File: config.mk
export PLATFORM = sky130hd
export DESIGN_NAME = negabase3_converter
export DESIGN_NICKNAME = d
export VERILOG_FILES = /design/src/rtl/negb3_pkg.sv /design/src/rtl/negb3_dp.sv /design/src/rtl/negb3_ctrl.sv /design/src/rtl/negabase3_converter.sv
export SDC_FILE = /design/constraint.sdc
export NUM_CORES = 1
export LEC_CHECK = 0
export BUFFER_PORTS_ARGS = -buffer_cell sky130_fd_sc_hd__buf_2
export CELL_PAD_IN_SITES_DETAIL_PLACEMENT = 0
export CELL_PAD_IN_SITES_GLOBAL_PLACEMENT = 1
export CORE_AREA = 5 5 142 144
export DETAILED_ROUTE_END_ITERATION = 10
export DIE_AREA = 0 0 147 149
export PLACE_DENSITY = 0.75
export REMOVE_ABC_BUFFERS = 1
export SYNTH_ARGS = -nofsm -noshare
export SYNTH_HDL_FRONTEND = slang
export SYNTH_HIERARCHICAL = 1
export SYNTH_SLANG_ARGS = --single-unit
File: constraint.sdc
create_clock -name clk_i -period 7.07 [get_ports clk_i]
set_input_delay 1.7675 -clock clk_i [delete_from_list [all_inputs] [get_ports clk_i]]
set_output_delay 1.7675 -clock clk_i [all_outputs]
set_load 0.01 [all_outputs]
File: src/rtl/negb3_pkg.sv
package negb3_pkg;

  localparam int IN_W    = 32;
  localparam int VAL_W   = 36;
  localparam int NUM_POS = 21;
  localparam int POS_W   = 5;
  localparam int DIGIT_W = 2;

  typedef logic signed [VAL_W-1:0] val_t;
  typedef val_t val_tab_t [NUM_POS];
  typedef logic [DIGIT_W-1:0] digit_t;
  typedef logic [POS_W-1:0] pos_t;

  localparam digit_t DIG_ZERO = 2'd0;
  localparam digit_t DIG_ONE  = 2'd1;
  localparam digit_t DIG_TWO  = 2'd2;

  // controller -> datapath
  typedef struct packed {
    logic load;
    logic step;
    logic emit;
    logic last;
    pos_t pos;
  } cmd_t;

  // datapath -> controller
  typedef struct packed {
    digit_t digit;
  } status_t;

  // (-3)^k
  function automatic longint weight(int k);
    longint p;
    p = 1;
    for (int i = 0; i < k; i++) p = p * 3;
    return ((k % 2) == 0) ? p : -p;
  endfunction

  // lowest / highest value reachable by digits at positions below k
  function automatic longint low_bound(int k);
    longint s;
    s = 0;
    for (int j = 0; j < k; j++) begin
      if ((j % 2) == 1) s = s + 2 * weight(j);
    end
    return s;
  endfunction

  function automatic longint high_bound(int k);
    longint s;
    s = 0;
    for (int j = 0; j < k; j++) begin
      if ((j % 2) == 0) s = s + 2 * weight(j);
    end
    return s;
  endfunction

  function automatic val_tab_t make_w1();
    val_tab_t t;
    for (int k = 0; k < NUM_POS; k++) t[k] = VAL_W'(weight(k));
    return t;
  endfunction

  function automatic val_tab_t make_w2();
    val_tab_t t;
    for (int k = 0; k < NUM_POS; k++) t[k] = VAL_W'(2 * weight(k));
    return t;
  endfunction

  // first threshold: edge of the lower-position range on the side the weight points to
  function automatic val_tab_t make_t1();
    val_tab_t t;
    for (int k = 0; k < NUM_POS; k++) begin
      t[k] = ((k % 2) == 0) ? VAL_W'(high_bound(k)) : VAL_W'(low_bound(k));
    end
    return t;
  endfunction

  function automatic val_tab_t make_t2();
    val_tab_t t;
    for (int k = 0; k < NUM_POS; k++) begin
      t[k] = ((k % 2) == 0) ? VAL_W'(high_bound(k) + weight(k))
                            : VAL_W'(low_bound(k) + weight(k));
    end
    return t;
  endfunction

  localparam val_tab_t W1_TAB = make_w1();
  localparam val_tab_t W2_TAB = make_w2();
  localparam val_tab_t T1_TAB = make_t1();
  localparam val_tab_t T2_TAB = make_t2();

endpackage

File: src/rtl/negb3_dp.sv
module negb3_dp (
  input  logic                              clk_i,
  input  logic                              rst_ni,
  input  logic signed [negb3_pkg::IN_W-1:0] value_i,
  input  negb3_pkg::cmd_t                   cmd_i,
  output negb3_pkg::status_t                status_o,
  output logic [negb3_pkg::DIGIT_W-1:0]     digit_o,
  output logic                              last_o,
  output logic                              valid_o
);

  negb3_pkg::val_t   value_q, value_d;
  negb3_pkg::val_t   t1, t2, sub_amt;
  negb3_pkg::digit_t digit;
  logic              below1, below2;
  negb3_pkg::digit_t digit_q;
  logic              last_q, valid_q;

  assign t1 = negb3_pkg::T1_TAB[cmd_i.pos];
  assign t2 = negb3_pkg::T2_TAB[cmd_i.pos];

  // even position: weight > 0, digit grows as value climbs past the thresholds
  // odd position: weight < 0, mirror image
  always_comb begin
    if (cmd_i.pos[0]) begin
      below1 = (value_q >= t1);
      below2 = (value_q >= t2);
    end else begin
      below1 = (value_q <= t1);
      below2 = (value_q <= t2);
    end
    if (below1) begin
      digit = negb3_pkg::DIG_ZERO;
    end else if (below2) begin
      digit = negb3_pkg::DIG_ONE;
    end else begin
      digit = negb3_pkg::DIG_TWO;
    end
  end

  always_comb begin
    unique case (digit)
      negb3_pkg::DIG_ONE: sub_amt = negb3_pkg::W1_TAB[cmd_i.pos];
      negb3_pkg::DIG_TWO: sub_amt = negb3_pkg::W2_TAB[cmd_i.pos];
      default:            sub_amt = '0;
    endcase
  end

  always_comb begin
    value_d = value_q;
    if (cmd_i.load) begin
      value_d = {{(negb3_pkg::VAL_W-negb3_pkg::IN_W){value_i[negb3_pkg::IN_W-1]}}, value_i};
    end else if (cmd_i.step) begin
      value_d = value_q - sub_amt;
    end
  end

  always_ff @(posedge clk_i or negedge rst_ni) begin
    if (!rst_ni) begin
      value_q <= '0;
      digit_q <= negb3_pkg::DIG_ZERO;
      last_q  <= 1'b0;
      valid_q <= 1'b0;
    end else begin
      value_q <= value_d;
      digit_q <= digit;
      last_q  <= cmd_i.last;
      valid_q <= cmd_i.emit;
    end
  end

  assign status_o.digit = digit;
  assign digit_o        = digit_q;
  assign last_o         = last_q;
  assign valid_o        = valid_q;

`ifndef ASSERT_OFF
  // all weight removed after the least significant position
  a_empty_after_run: assert property (@(posedge clk_i) disable iff (!rst_ni)
    (cmd_i.step && cmd_i.pos == '0) |=> (value_q == '0))
    else $error("value not exhausted after position zero");
`endif

endmodule

File: src/rtl/negb3_ctrl.sv
module negb3_ctrl #(
  parameter int MAX_DIGITS = 21
) (
  input  logic               clk_i,
  input  logic               rst_ni,
  input  logic               start_i,
  input  negb3_pkg::status_t status_i,
  output negb3_pkg::cmd_t    cmd_o,
  output logic               busy_o
);

  typedef enum logic [1:0] {
    ST_IDLE = 2'b01,
    ST_RUN  = 2'b10
  } state_e;

  state_e          state_q, state_d;
  negb3_pkg::pos_t pos_q, pos_d;
  logic            started_q, started_d;
  logic            nonzero, at_bottom, in_window;

  assign nonzero   = (status_i.digit != negb3_pkg::DIG_ZERO);
  assign at_bottom = (pos_q == '0);
  assign in_window = (int'(pos_q) < MAX_DIGITS);

  always_comb begin
    state_d     = state_q;
    pos_d       = pos_q;
    started_d   = started_q;
    cmd_o.load  = 1'b0;
    cmd_o.step  = 1'b0;
    cmd_o.emit  = 1'b0;
    cmd_o.last  = at_bottom;
    cmd_o.pos   = pos_q;
    unique case (state_q)
      ST_IDLE: begin
        if (start_i) begin
          cmd_o.load = 1'b1;
          state_d    = ST_RUN;
          pos_d      = negb3_pkg::POS_W'(negb3_pkg::NUM_POS - 1);
          started_d  = 1'b0;
        end
      end
      ST_RUN: begin
        cmd_o.step = 1'b1;
        // leading zeros are suppressed, except the final digit of a zero
        cmd_o.emit = (started_q || nonzero || at_bottom) && in_window;
        started_d  = started_q || nonzero;
        // position parks at zero between runs so the tables stay in range
        if (at_bottom) begin
          state_d = ST_IDLE;
        end else begin
          pos_d = pos_q - 1'b1;
        end
      end
      default: begin
        state_d = ST_IDLE;
      end
    endcase
  end

  always_ff @(posedge clk_i or negedge rst_ni) begin
    if (!rst_ni) begin
      state_q   <= ST_IDLE;
      pos_q     <= '0;
      started_q <= 1'b0;
    end else begin
      state_q   <= state_d;
      pos_q     <= pos_d;
      started_q <= started_d;
    end
  end

  assign busy_o = (state_q == ST_RUN);

`ifndef ASSERT_OFF
  a_load_init: assert property (@(posedge clk_i) disable iff (!rst_ni)
    cmd_o.load |=> (!started_q && pos_q == negb3_pkg::POS_W'(negb3_pkg::NUM_POS - 1)))
    else $error("run not initialized at top position");
  a_run_ends: assert property (@(posedge clk_i) disable iff (!rst_ni)
    (state_q == ST_RUN && at_bottom) |=> (state_q == ST_IDLE))
    else $error("run did not end after position zero");
`endif

endmodule

File: src/rtl/negabase3_converter.sv
// Base -3 converter. Pulse start_i while busy_o is low to hand in one signed
// 32-bit value_i; the block then walks the 21 digit positions from most to
// least significant, one position per clock, picking each digit by comparing
// the remaining value against constant thresholds of the range the lower
// positions can still reach, and subtracting digit * (-3)^k. Every position
// goes through the single subtract/compare datapath, and no new request is
// taken until the last position is done. Digits (0..2) appear on digit_o
// with valid_o high for exactly one cycle each, most significant first;
// leading zeros are dropped and last_o marks the least significant digit. A
// zero input gives one digit 0 with last_o set. The receiver cannot stall:
// it must take every digit in the cycle valid_o is high. If MAX_DIGITS is
// smaller than the value needs, only the MAX_DIGITS lowest digits are sent
// (including any zeros among them). The final digit may still be on the
// outputs when the next request is accepted.
module negabase3_converter #(
  parameter int MAX_DIGITS = 21
) (
  input  logic                                clk_i,
  input  logic                                rst_ni,
  input  logic                                start_i,
  output logic                                busy_o,
  input  logic signed [negb3_pkg::IN_W-1:0]   value_i,
  output logic                                valid_o,
  output logic [negb3_pkg::DIGIT_W-1:0]       digit_o,
  output logic                                last_o
);

  negb3_pkg::cmd_t    cmd;
  negb3_pkg::status_t status;

  // sequencer: position counter, leading-zero tracking, emit decisions
  negb3_ctrl #(
    .MAX_DIGITS (MAX_DIGITS)
  ) u_ctrl (
    .clk_i    (clk_i),
    .rst_ni   (rst_ni),
    .start_i  (start_i),
    .status_i (status),
    .cmd_o    (cmd),
    .busy_o   (busy_o)
  );

  // value register, threshold compare, subtract, registered result
  negb3_dp u_dp (
    .clk_i    (clk_i),
    .rst_ni   (rst_ni),
    .value_i  (value_i),
    .cmd_i    (cmd),
    .status_o (status),
    .digit_o  (digit_o),
    .last_o   (last_o),
    .valid_o  (valid_o)
  );

`ifndef ASSERT_OFF
  // the last digit leaves as the sequencer drops back to idle
  a_last_idle: assert property (@(posedge clk_i) disable iff (!rst_ni)
    (valid_o && last_o) |-> !busy_o)
    else $error("last digit while still busy");
  // outside a run only the final digit can be on the outputs
  a_idle_only_last: assert property (@(posedge clk_i) disable iff (!rst_ni)
    (valid_o && !busy_o) |-> last_o)
    else $error("non-final digit while idle");
  // a digit is never 3
  a_digit_range: assert property (@(posedge clk_i) disable iff (!rst_ni)
    valid_o |-> (digit_o != 2'd3))
    else $error("digit out of range");
`endif

endmodule

==> impl_metrics.prom <==
# TYPE chip_impl_metric gauge
chip_impl_info{name="outcome",value="finished, final reports clean"} 1
chip_impl_info{name="path_class",value="flop to flop"} 1
chip_impl_metric{name="routedWlPerCell",unit="um"} 20.9
chip_impl_info{name="cts_root_buffer",value="sky130_fd_sc_hd__clkbuf_16"} 1
chip_impl_metric{name="drive_gt1_share",unit="%"} 11.7
chip_impl_metric{name="synthSimpleGateAreaFrac",unit="%"} 20.8
chip_impl_metric{name="met2_length",unit="mm"} 12.0
chip_impl_metric{name="drt_wl_total",unit="mm"} 26.6
chip_impl_metric{name="synth_fa_ha_area_share",unit="%"} 20.3
chip_impl_metric{name="fp.dieH",unit="um"} 149
chip_impl_metric{name="final.min_clock_period",unit="ns"} 6.69
chip_impl_metric{name="sink_count_of_the_clock_tree",unit=""} 48
chip_impl_metric{name="worst-slew-pin-transition",unit="ns"} 0.965
chip_impl_metric{name="fill_cells",unit=""} 1946
chip_impl_info{name="timing.critical_path.slowest_stage_cell",value="sky130_fd_sc_hd__dfrtp_2"} 1
chip_impl_metric{name="clkLatencyLatePin",unit="ns"} 0.31
chip_impl_info{name="layout.cells.most_common",value="sky130_fd_sc_hd__nand2_1"} 1
chip_impl_metric{name="dpl.hpwl",unit="mm"} 20.3
chip_impl_metric{name="detail_route.wirelength.met1",unit="mm"} 12.9
chip_impl_metric{name="synthXorXnorAreaFrac",unit="%"} 3.57
chip_impl_info{name="synthFlopType",value="sky130_fd_sc_hd__dfrtp_1"} 1
chip_impl_metric{name="synth_compound_area_share",unit="%"} 28.9
chip_impl_metric{name="timing.final.hold_violations",unit=""} 0
chip_impl_metric{name="cts_buffer_depth",unit=""} 2
chip_impl_metric{name="slew_violations",unit=""} 0
chip_impl_info{name="rsz_0062_raised_after_global_routing",value="false"} 1
chip_impl_metric{name="initial_util",unit="%"} 39.6
chip_impl_metric{name="cts.htree.levels",unit=""} 2
chip_impl_metric{name="post_synth_inst_count",unit=""} 996
chip_impl_metric{name="fin_nets",unit=""} 1191
chip_impl_metric{name="area_growth",unit="%"} 12.6
chip_impl_metric{name="vias",unit=""} 7632
chip_impl_metric{name="achievable-frequency",unit="MHz"} 149
chip_impl_info{name="top_signal_layer_used",value="met4"} 1
chip_impl_metric{name="sequential_cell_area",unit="um2"} 1210
chip_impl_metric{name="floorplan.die_area",unit="um2"} 21900
chip_impl_info{name="hp-class",value="flop to flop"} 1
chip_impl_metric{name="via_per_inst",unit=""} 6.00
chip_impl_metric{name="drc_errors",unit=""} 0
chip_impl_metric{name="drt_pre_antenna_iters",unit=""} 5
chip_impl_metric{name="crit_path_max_incr_delay",unit="ns"} 0.50
chip_impl_metric{name="proportion_of_synthesized_area_in_mux_cells",unit="%"} 5.14
chip_impl_metric{name="drt_first_iter_violations",unit=""} 775
chip_impl_metric{name="finalCritPeriodShare",unit="%"} 94.6
chip_impl_metric{name="grt.total_usage",unit="%"} 24.0
chip_impl_metric{name="report.final.setup_viol",unit=""} 0
chip_impl_metric{name="cts_inserted_buffers",unit=""} 5
chip_impl_metric{name="die_x",unit="um"} 147
chip_impl_metric{name="final_antenna_net_count",unit=""} 0
chip_impl_metric{name="met3RoutedLength",unit="mm"} 1.36
chip_impl_info{name="most_frequent_cells_in_the_layout",value="sky130_fd_sc_hd__nand2_1, sky130_fd_sc_hd__a21oi_1, sky130_fd_sc_hd__ha_1"} 1
chip_impl_metric{name="gr-total-overflow",unit=""} 0
chip_impl_metric{name="gpl.final_weighted_congestion",unit=""} 0.938
chip_impl_metric{name="ys_types",unit=""} 65
chip_impl_metric{name="multi_input_area",unit="um2"} 5870
chip_impl_metric{name="clkTransAtPathRegs",unit="ns"} 0.08
chip_impl_metric{name="netlist_area",unit="um2"} 7360
chip_impl_info{name="crit_top_cell",value="sky130_fd_sc_hd__ha_1"} 1
chip_impl_metric{name="worst_clock_skew",unit="ns"} 0.0133
chip_impl_metric{name="postCtsHoldBufs",unit=""} 0
chip_impl_info{name="synth_top_family_by_area",value="compound AO/OA/AOI/OAI gates"} 1
chip_impl_metric{name="synth_seq_area_share",unit="%"} 16.3
chip_impl_metric{name="number_of_enable_flip_flop_cells_after_synthesis",unit=""} 0
chip_impl_metric{name="synthesis.yosys.warnings",unit=""} 6
chip_impl_metric{name="antenna_found_initial",unit=""} 0
chip_impl_info{name="critPathLaunchType",value="flop"} 1
chip_impl_metric{name="crit_path_max_fanout",unit=""} 41
chip_impl_metric{name="grt_max_degree",unit=""} 61
chip_impl_metric{name="synthesis.area_per_instance",unit="um2"} 7.39
chip_impl_metric{name="grt_first_pass_wirelength",unit="mm"} 41.8
chip_impl_metric{name="grt_pass1_vias",unit=""} 7140
chip_impl_metric{name="drv.max_cap_violation_count",unit=""} 0
chip_impl_metric{name="design.portCount",unit=""} 40
chip_impl_metric{name="portBuffers",unit=""} 39
chip_impl_metric{name="worstPathArrival",unit="ns"} 6.90
chip_impl_metric{name="required_time_of_the_worst_setup_path",unit="ns"} 7.28
chip_impl_info{name="worst_setup_path_end_kind",value="flop"} 1
chip_impl_info{name="cts_tree",value="built"} 1
chip_impl_metric{name="ff2ff_setup_slack",unit="ns"} 0.38
chip_impl_metric{name="async_flop_share",unit="%"} 100
chip_impl_metric{name="holdWs",unit="ns"} 0.500
chip_impl_metric{name="fp.coreArea",unit="um2"} 18600
chip_impl_metric{name="maxSlewHeadroom",unit="%"} 35.6
chip_impl_metric{name="core.rowCount",unit=""} 50
chip_impl_metric{name="yosys_register_bits",unit=""} 48
logic make-up after synthesis:
group	Yosys count
mux	37
buf+inv	90
xor+xnor	30
flops	48
fa+ha+maj	119
simple gates	326
compound gates	346
path summary, 6_finish.rpt:
check | from | to | depth (start not counted)
worst max register to register | u_ctrl/pos_q[0]$_DFFE_PN0P_ | u_dp/value_q[34]$_DFFE_PN0P_ | 28
worst min register to register | u_ctrl/started_q$_DFFE_PN0P_ | u_ctrl/started_q$_DFFE_PN0P_ | 2
worst min-delay path | u_ctrl/started_q$_DFFE_PN0P_ | u_ctrl/started_q$_DFFE_PN0P_ | 2
worst max-delay path | u_ctrl/pos_q[0]$_DFFE_PN0P_ | u_dp/value_q[34]$_DFFE_PN0P_ | 28
max in group asynchronous | rst_ni | u_ctrl/pos_q[3]$_DFFE_PN0P_ | 2
min in group asynchronous | rst_ni | u_dp/value_q[9]$_DFFE_PN0P_ | 2
sequential cells by signal (all words and copies together) (netlist names):
| signal | count |
|---|---|
| u_ctrl/started_q | 1 |
| u_ctrl/pos_q | 5 |
| u_ctrl/state_q | 2 |
| u_dp/last_o | 1 |
| u_dp/value_q | 36 |
| u_dp/digit_o | 2 |
| u_dp/valid_o | 1 |
critical path: cells and delay by family (launching register included):
family	cells	cell delay (ns)
AOI/OAI and AO/OA	7	1.25
buffers and inverters	5	0.85
adders and majority gates	4	1.06
DFF	1	0.50
and+or+nand+nor	11	2.59
muxes	1	0.30
cells in the mapped netlist (all sizes together) (4+ instances only):
master,instances,area [um2]
a31oi,8,50.1
inv,35,131
ha,118,1480
o21ai,91,455
o31ai,7,57.6
nand2b,10,62.6
nor3,15,75.1
a21boi,7,52.6
nand4,14,87.6
or3,7,43.8
xor2,16,140
dfrtp,47,1180
a2bb2oi,5,43.8
a21o,28,210
nor2b,7,43.8
buf,12,68.8
nor4,6,37.5
nor2,67,251
o21bai,8,60.1
o22ai,5,31.3
xnor2,14,123
a221o,6,60.1
a22oi,14,105
mux2i,34,340
o311ai,4,35.0
nand3,28,140
and4,8,70.1
clkbuf,40,150
a211oi,8,60.1
and3,9,56.3
o211ai,12,90.1
a21oi,118,591
o21a,9,67.6
nand2,141,529
cell type report:
type,instances,share of cell area (%)
well taps,234,3.54
diodes,1,0.0302
repair buffers,86,7.12
clock buffers,6,1.68
multi-input cells,858,70.9
clock inverters,2,0.468
flip-flops and latches,48,14.6
inverters,38,1.72
per-stage QoR:
| step | cells | worst slack (ns) | instance area [um2] | setup TNS [ns] | utilization, % |
|---|---|---|---|---|---|
| floorplan | 944 | -1.79 | 7140 | -47.04 | - |
| global placement | 1263 | -0.0325 | 8020 | -0.0325 | 43.2 |
| detailed placement | 1263 | -0.0974 | 8020 | -0.255 | 43.2 |
| CTS | 1271 | 0.0436 | 8200 | 0 | 44.2 |
| global route | 1272 | 0.00215 | 8280 | 0 | 44.5 |
| finish | 1273 | 0.379 | 8280 | 0 | 44.6 |
timing repair:
| item | CTS | global route |
|---|---|---|
| buffers inserted | 0 | 1 |
| cloned | 0 | 0 |
| endpoints found under the hold margin | 0 | 0 |
| setup endpoints to repair | 5 | 22 |
| pin swaps | 0 | 1 |
| resized for setup | 2 | 16 |
routing by layer:
layer	up-vias	global-route usage, %
li1	3742	-
met2	256	38.7
met5	-	0
met3	30	2.34
met1	3604	35.0
met4	0	4.57
Power is left out: the tool's default activity adds up to more than one toggle a clock period on the data nets, which glitch-free logic cannot reach.
